## src/design/assert_macros.svh

```systemverilog
// assertion helpers included by the top design file
`ifndef ASSERT_MACROS_SVH
`define ASSERT_MACROS_SVH

`ifndef SYNTHESIS
// concurrent check on an explicit clock and active-low reset
`define PPTA_ASSERT_CLK(lbl, clk, rst_n, prop, msg) \
  lbl: assert property (@(posedge clk) disable iff (!rst_n) prop) else $error(msg);
// concurrent check on the block clock and reset
`define PPTA_ASSERT(lbl, prop, msg) `PPTA_ASSERT_CLK(lbl, clk_i, rst_ni, prop, msg)
`else
`define PPTA_ASSERT_CLK(lbl, clk, rst_n, prop, msg)
`define PPTA_ASSERT(lbl, prop, msg)
`endif

`endif

```

## src/design/ppta_pkg.sv

```systemverilog
`timescale 1ns / 1ps

package ppta_pkg;

  // image limits and coordinate format
  localparam int unsigned MAX_DIM         = 4096;
  localparam int unsigned COORD_FRAC_BITS = 16;
  localparam int unsigned CFG_FRAC        = 8;

  // field widths
  localparam int unsigned PT_W       = 32;
  localparam int unsigned TEX_W      = 18;
  localparam int unsigned FOC_W      = 24;
  localparam int unsigned IMG_W      = 13;
  localparam int unsigned BPP_W      = 3;
  localparam int unsigned STRIDE_W   = 15;
  localparam int unsigned DEST_W     = 12;
  localparam int unsigned OFF_W      = 26;
  localparam int unsigned CFG_IDX_W  = 3;
  localparam int unsigned CFG_DATA_W = 24;

  // derived datapath widths
  localparam int unsigned QBITS   = $clog2(MAX_DIM);
  localparam int unsigned DIM_W   = QBITS + 1;
  localparam int unsigned NUM_W   = PT_W + FOC_W + 1;
  localparam int unsigned DEN_W   = PT_W - 1 + CFG_FRAC;
  localparam int unsigned REM_W   = DEN_W + QBITS;
  localparam int unsigned TPROD_W = TEX_W + DIM_W + 1;

  // register reset values
  localparam logic [FOC_W-1:0]    RST_CENTER_X = FOC_W'(79379);
  localparam logic [FOC_W-1:0]    RST_CENTER_Y = FOC_W'(64000);
  localparam logic [FOC_W-1:0]    RST_FOCAL_X  = FOC_W'(158348);
  localparam logic [FOC_W-1:0]    RST_FOCAL_Y  = FOC_W'(158348);
  localparam logic [IMG_W-1:0]    RST_WIDTH    = IMG_W'(640);
  localparam logic [IMG_W-1:0]    RST_HEIGHT   = IMG_W'(480);
  localparam logic [BPP_W-1:0]    RST_BPP      = BPP_W'(3);
  localparam logic [STRIDE_W-1:0] RST_STRIDE   = STRIDE_W'(1920);

  // register map
  typedef enum logic [CFG_IDX_W-1:0] {
    REG_CENTER_X     = 3'd0,
    REG_CENTER_Y     = 3'd1,
    REG_FOCAL_X      = 3'd2,
    REG_FOCAL_Y      = 3'd3,
    REG_IMAGE_WIDTH  = 3'd4,
    REG_IMAGE_HEIGHT = 3'd5,
    REG_BYTES_PP     = 3'd6,
    REG_ROW_STRIDE   = 3'd7
  } ppta_reg_e;

  // zero acts as one, oversize acts as the largest image
  function automatic logic [DIM_W-1:0] dim_of(input logic [IMG_W-1:0] r);
    logic [DIM_W-1:0] d;
    if (r == '0) begin
      d = DIM_W'(1);
    end else if (r > IMG_W'(MAX_DIM)) begin
      d = DIM_W'(MAX_DIM);
    end else begin
      d = DIM_W'(r);
    end
    return d;
  endfunction

endpackage

```

## src/design/ppta_div.sv

```systemverilog
`timescale 1ns / 1ps

module ppta_div (
  input  logic                           clk_i,
  input  logic [ppta_pkg::QBITS-1:0]     en_i,
  input  logic [ppta_pkg::REM_W-1:0]     rem_i,
  input  logic [ppta_pkg::DEN_W-1:0]     den_i,
  output logic [ppta_pkg::QBITS-1:0]     quo_o
);
  import ppta_pkg::*;

  // per-stage partial remainder, divisor and quotient
  logic [REM_W-1:0] rem_q [QBITS-1];
  logic [DEN_W-1:0] den_q [QBITS-1];
  logic [QBITS-1:0] quo_q [QBITS];

  // restoring division, one quotient bit per stage, msb first
  for (genvar k = 0; k < QBITS; k++) begin : g_stage
    logic [REM_W-1:0] rem_in;
    logic [REM_W-1:0] trial;
    logic [DEN_W-1:0] den_in;
    logic [QBITS-1:0] quo_in;
    logic             take;

    if (k == 0) begin : g_first
      assign rem_in = rem_i;
      assign den_in = den_i;
      assign quo_in = '0;
    end else begin : g_next
      assign rem_in = rem_q[k-1];
      assign den_in = den_q[k-1];
      assign quo_in = quo_q[k-1];
    end

    assign trial = REM_W'(den_in) << (QBITS - 1 - k);
    assign take  = rem_in >= trial;

    always_ff @(posedge clk_i) begin
      if (en_i[k]) begin
        quo_q[k] <= {quo_in[QBITS-2:0], take};
      end
    end

    // the last stage keeps only the quotient
    if (k < QBITS - 1) begin : g_carry
      always_ff @(posedge clk_i) begin
        if (en_i[k]) begin
          rem_q[k] <= take ? (rem_in - trial) : rem_in;
          den_q[k] <= den_in;
        end
      end
    end
  end

  assign quo_o = quo_q[QBITS-1];

endmodule

```

## config.mk

```make
export PLATFORM = sky130hd
export DESIGN_NAME = ppta_div
export DESIGN_NICKNAME = d
export VERILOG_FILES = /design/src/design/assert_macros.svh /design/src/design/ppta_pkg.sv /design/src/design/ppta_div.sv
export SDC_FILE = /design/constraint.sdc
export NUM_CORES = 2
export LEC_CHECK = 0
export ABC_AREA = 0
export BUFFER_PORTS_ARGS = -buffer_cell sky130_fd_sc_hd__buf_2
export CORE_MARGIN = 2
export CORE_UTILIZATION = 45
export DETAILED_ROUTE_END_ITERATION = 10
export SLEW_MARGIN = 20
export SYNTH_ARGS = -nofsm -noshare
export SYNTH_HDL_FRONTEND = slang
export SYNTH_SLANG_ARGS = --single-unit
```

## constraint.sdc

```tcl
create_clock -name clk_i -period 3.4 [get_ports clk_i]
set_input_delay 0.17 -clock clk_i [delete_from_list [all_inputs] [get_ports clk_i]]
set_output_delay 0.17 -clock clk_i [all_outputs]
set_load 0.005 [all_outputs]
```

# == Word level (Yosys, flattened, before mapping) ==
# Memory sizes are Yosys's and may differ from the RTL's.
# Index checks and enable logic that the tools add are counted.
# totals
reg_bits,0
ram_bits,1134
input_bits,103
out_inout_bits,12
word_cells,61
mem_count,3
# memory_table
memory,depth,word_bits,read_ports,rd_clocked_by_memory_dff,wr,line_no,rtl
rem_q,11,51,11,0,11,ppta_div.sv:13,logic [REM_W-1:0] rem_q [QBITS-1];
den_q,11,39,11,0,11,ppta_div.sv:14,logic [DEN_W-1:0] den_q [QBITS-1];
quo_q,12,12,12,0,12,ppta_div.sv:15,logic [QBITS-1:0] quo_q [QBITS];
# op_classes
add_sub_neg,11
n_lt_le_gt_ge,12
muxes,35
# op_table
operator,count
two-way mux 51 bit,11
greater-or-equal comparator 51 x 39 -> 1 bit,1
greater-or-equal comparator 51 x 40 -> 1 bit,1
greater-or-equal comparator 51 x 41 -> 1 bit,1
greater-or-equal comparator 51 x 42 -> 1 bit,1
greater-or-equal comparator 51 x 43 -> 1 bit,1
greater-or-equal comparator 51 x 44 -> 1 bit,1
greater-or-equal comparator 51 x 45 -> 1 bit,1
greater-or-equal comparator 51 x 46 -> 1 bit,1
greater-or-equal comparator 51 x 47 -> 1 bit,1
greater-or-equal comparator 51 x 48 -> 1 bit,1
greater-or-equal comparator 51 x 49 -> 1 bit,1
greater-or-equal comparator 51 x 50 -> 1 bit,1
subtractor 51 x 40 -> 51 bit,1
subtractor 51 x 41 -> 51 bit,1
subtractor 51 x 42 -> 51 bit,1
subtractor 51 x 43 -> 51 bit,1
subtractor 51 x 44 -> 51 bit,1
subtractor 51 x 45 -> 51 bit,1
subtractor 51 x 46 -> 51 bit,1
subtractor 51 x 47 -> 51 bit,1
subtractor 51 x 48 -> 51 bit,1
subtractor 51 x 49 -> 51 bit,1
subtractor 51 x 50 -> 51 bit,1
two-way mux 1 bit,24

# == Logic depth before layout (Yosys ltp) ==
# An unclocked memory read counts as a cell.
# logic_depth
word_depth,3
mapped_depth,16
depth_no_buf,15

# == Least setup slack after synthesis ==
# No wires, ideal clock.
# synth_path
path_kind,register to register
startpoint,memory rem_q[3][7] (netlist bit)
endpoint,memory rem_q[4][35] (netlist bit) (data pin)
setup_time_ns,0.270
arrival_ns,3.308
t_required_ns,3.130
setup_slack_ns,-0.179
path_stages_with_launch,16
path_cell_list,edfxtp_1 -> inv_1 -> ha_1 -> inv_1 -> fa_1 -> a211oi_1 -> o21bai_1 -> a21o_1 -> a41o_1 -> a2111oi_0 -> nor3_1 -> or3_1 -> buf_2 -> clkbuf_1 -> nor2_1 -> a21oi_1
# synth_lines
item,line_no
"start, declared",ppta_div.sv:13

==> metrics.yaml <==
grt_pass1_wl_mm: 275
n_antenna_cell: 0
core_area_sq_mm: 0.143
wl_mm: 180
crit_chain: "inv_1 -> ha_2 -> inv_2 -> fa_2 -> a211oi_2 -> o21bai_2 -> o2111ai_1 -> buf_4 -> a21oi_4 -> a311o_1 -> o31a_4 -> a211oi_4 -> nor4bb_4 -> nor4_2 -> mux2_4"
clkTransAtPathRegs_ns: 0.06
final_common_cell: "buf_4"
gp_congestion: 0.933
drive_gt1_frac: 0.273
clock_skew_ns: 0.0344
drt_iter0_markers: 2078
numCtsBuffers: 130
row_count: 139
synth_edf_count: 1068
pwr_density_cell_mw_per_mm2: 831
drtPass1Iterations: 5
status: "finished with violations"
crit_type: "flop to flop"
max_stage_delay_ns: 0.38
path_buf_inv: 3
die_y_um: 384
start_util: 0.453
final_util: 0.601
layout_common_cells: "buf_4, edfxtp_1, inv_1"
area.growth.synth_to_final_pct: 32.7
cp-start-kind: "flop"
die_area_sq_mm: 0.147
cp_top_family: "compound AO/OA/AOI/OAI gates"
hold_class: "primary input to flop"
slew_headroom: 0.385
syn-num-nets: 6877
finalSetupViolCount: 85
fin_hold_ws_ns: 0.129
vias_per_cell: 5.25
cts_sinks: 1068
ant_nets: 0
syn_area_sq_mm: 0.0650
route.detailed.drc: 0
grt_max_degree: 92
portBuffers: 114
finalCriticalPeriod_ns: 3.64
antenna_found_initial: 1
avgSynthCellArea_sq_um: 10.3
grt_pass1_vias: 52979
synth_ff_type: "edfxtp_1"
slowest_stage: "edfxtp_1"
final_hold_viol_count: 0
clockRootBuffer: "clkbuf_16"
synth_cells: 6295
nets: 8302
dp_hpwl_mm: 139
cap_violations: 0
yosys_warnings: 0
rsz0062_at_grt: "yes"
groute.usage.overall: 0.238
cts_max_level: 4
end_kind: "flop"
required_ns: 3.91
crit_arrival_ns: 4.15
fin_cells: 9721
ys_ff_latch: 1068
seq_area_frac_synth: 0.494
cts_tree: "built"
tightest_slew_ns: 0.912
fmax_ghz: 0.275
vdd_drop_max_uv: 458
post_drt_wl_per_cell_um: 18.5
drv_slew: 0
grt-ovfl-total: 0
clock_path_buffers: 3
async_reset_ff_frac: 0
critPathMaxFanout: 3
io_pins: 115
final_area_sq_mm: 0.0862
placedInstanceArea_sq_mm: 0.0763
setup_slack_ns: -0.241
die_x_um: 384
synth_cell_types: 93
dp_cells: 9259
clock_latency_ns: 0.77
finalSetupTns_ns: -4.31
p_leak_uw: 0.0367
num_vias: 51023
violations: "setup timing"
period_share: 1.07
[metrics by stage]
step | setup slack [ns] | power (uW)
floorplan | 0.00973 | 41400
global placement | -0.546 | 54000
detailed placement | -0.550 | 54300
CTS | -0.256 | 69700
global route | -0.331 | 76500
finish | -0.241 | 71700
[metal layers]
layer,track usage,share of wire
met1,0.241,0.37
met2,0.455,0.53
met3,0.0292,0.025
met4,0.155,0.077
met5,0,0
[kinds of logic after synthesis]
family,share of synthesized area
adders and majority gates,0.0935
muxes,0.0143
xor gates and xnor gates,0.0601
DFF,0.494
and+or+nand+nor,0.115
AOI/OAI and AO/OA,0.174
buffers and inverters,0.0486
[flip-flops by register name, summed over array words and instances, names as in the netlist]
register and count:
rem_q 561, quo_q 78, den_q 429
[worst register-to-register path, cell delays in order (launching register included)]
cell	delay, ns
edfxtp_1	0.38
inv_1	0.08
ha_2	0.20
inv_2	0.05
fa_2	0.37
a211oi_2	0.23
o21bai_2	0.11
o2111ai_1	0.22
buf_4	0.19
a21oi_4	0.06
a311o_1	0.31
o31a_4	0.35
a211oi_4	0.26
nor4bb_4	0.25
nor4_2	0.07
mux2_4	0.25
[cells in the mapped netlist (all sizes together), types with 40 or more instances]
master,n,area share
inv,603,0.035
edfxtp,1068,0.49
clkbuf,186,0.011
nor2b,69,0.0066
nand3,114,0.0088
xor2,174,0.023
a31oi,57,0.0055
nand4,122,0.012
o21bai,74,0.0086
nand2b,59,0.0057
o21a,57,0.0066
ha,468,0.090
nor4,41,0.0040
a21oi,604,0.047
nor3,76,0.0059
xnor2,272,0.037
mux2,80,0.014
nand2,483,0.028
nor2,436,0.025
and3,40,0.0039
a21o,299,0.035
o31ai,42,0.0049
o21ai,445,0.034
[path summary, 6_finish.rpt]
check        slack, ns  depth (start not counted)                      to                  start
min reg2reg       0.41                          0  quo_q[2][16]$_DFFE_PP_  quo_q[2][3]$_DFFE_PP_
min               0.13                          2   rem_q[0][8]$_DFFE_PP_               rem_i[8]
max reg2reg      -0.24                         15  rem_q[3][46]$_DFFE_PP_  rem_q[2][8]$_DFFE_PP_
max              -0.24                         15  rem_q[3][46]$_DFFE_PP_  rem_q[2][8]$_DFFE_PP_
[power breakdown]
| group | leakage [uW] | total, uW | switching (uW) | internal [uW] |
|---|---|---|---|---|
| logic | 0.0242 | 36300 | 18600 | 17700 |
| clock network | 0.00210 | 13900 | 5590 | 8290 |
| registers | 0.0104 | 21500 | 2170 | 19300 |
| total | 0.0367 | 71700 | 26400 | 45300 |
[what timing repair did]
item / CTS / global route
hold endpoints to repair: 567 / 2
gates resized for setup: 273 / 512
cloned: 15 / 12
buffers inserted: 60 / 65
pin swaps: 93 / 161
endpoints found under the setup margin: 383 / 436
hold buffers: 102 / 2
[final cells by class]
cell class | count | area, sq um
sequential | 1068 | 32100
clock buffer | 151 | 3350
inverter | 604 | 2310
multi-input combinational | 4399 | 32500
clock inverter | 79 | 962
tap | 1903 | 2380
timing repair buffer | 1517 | 12600
fill | 11981 | 57300
Power figures use the tool's default switching activity.
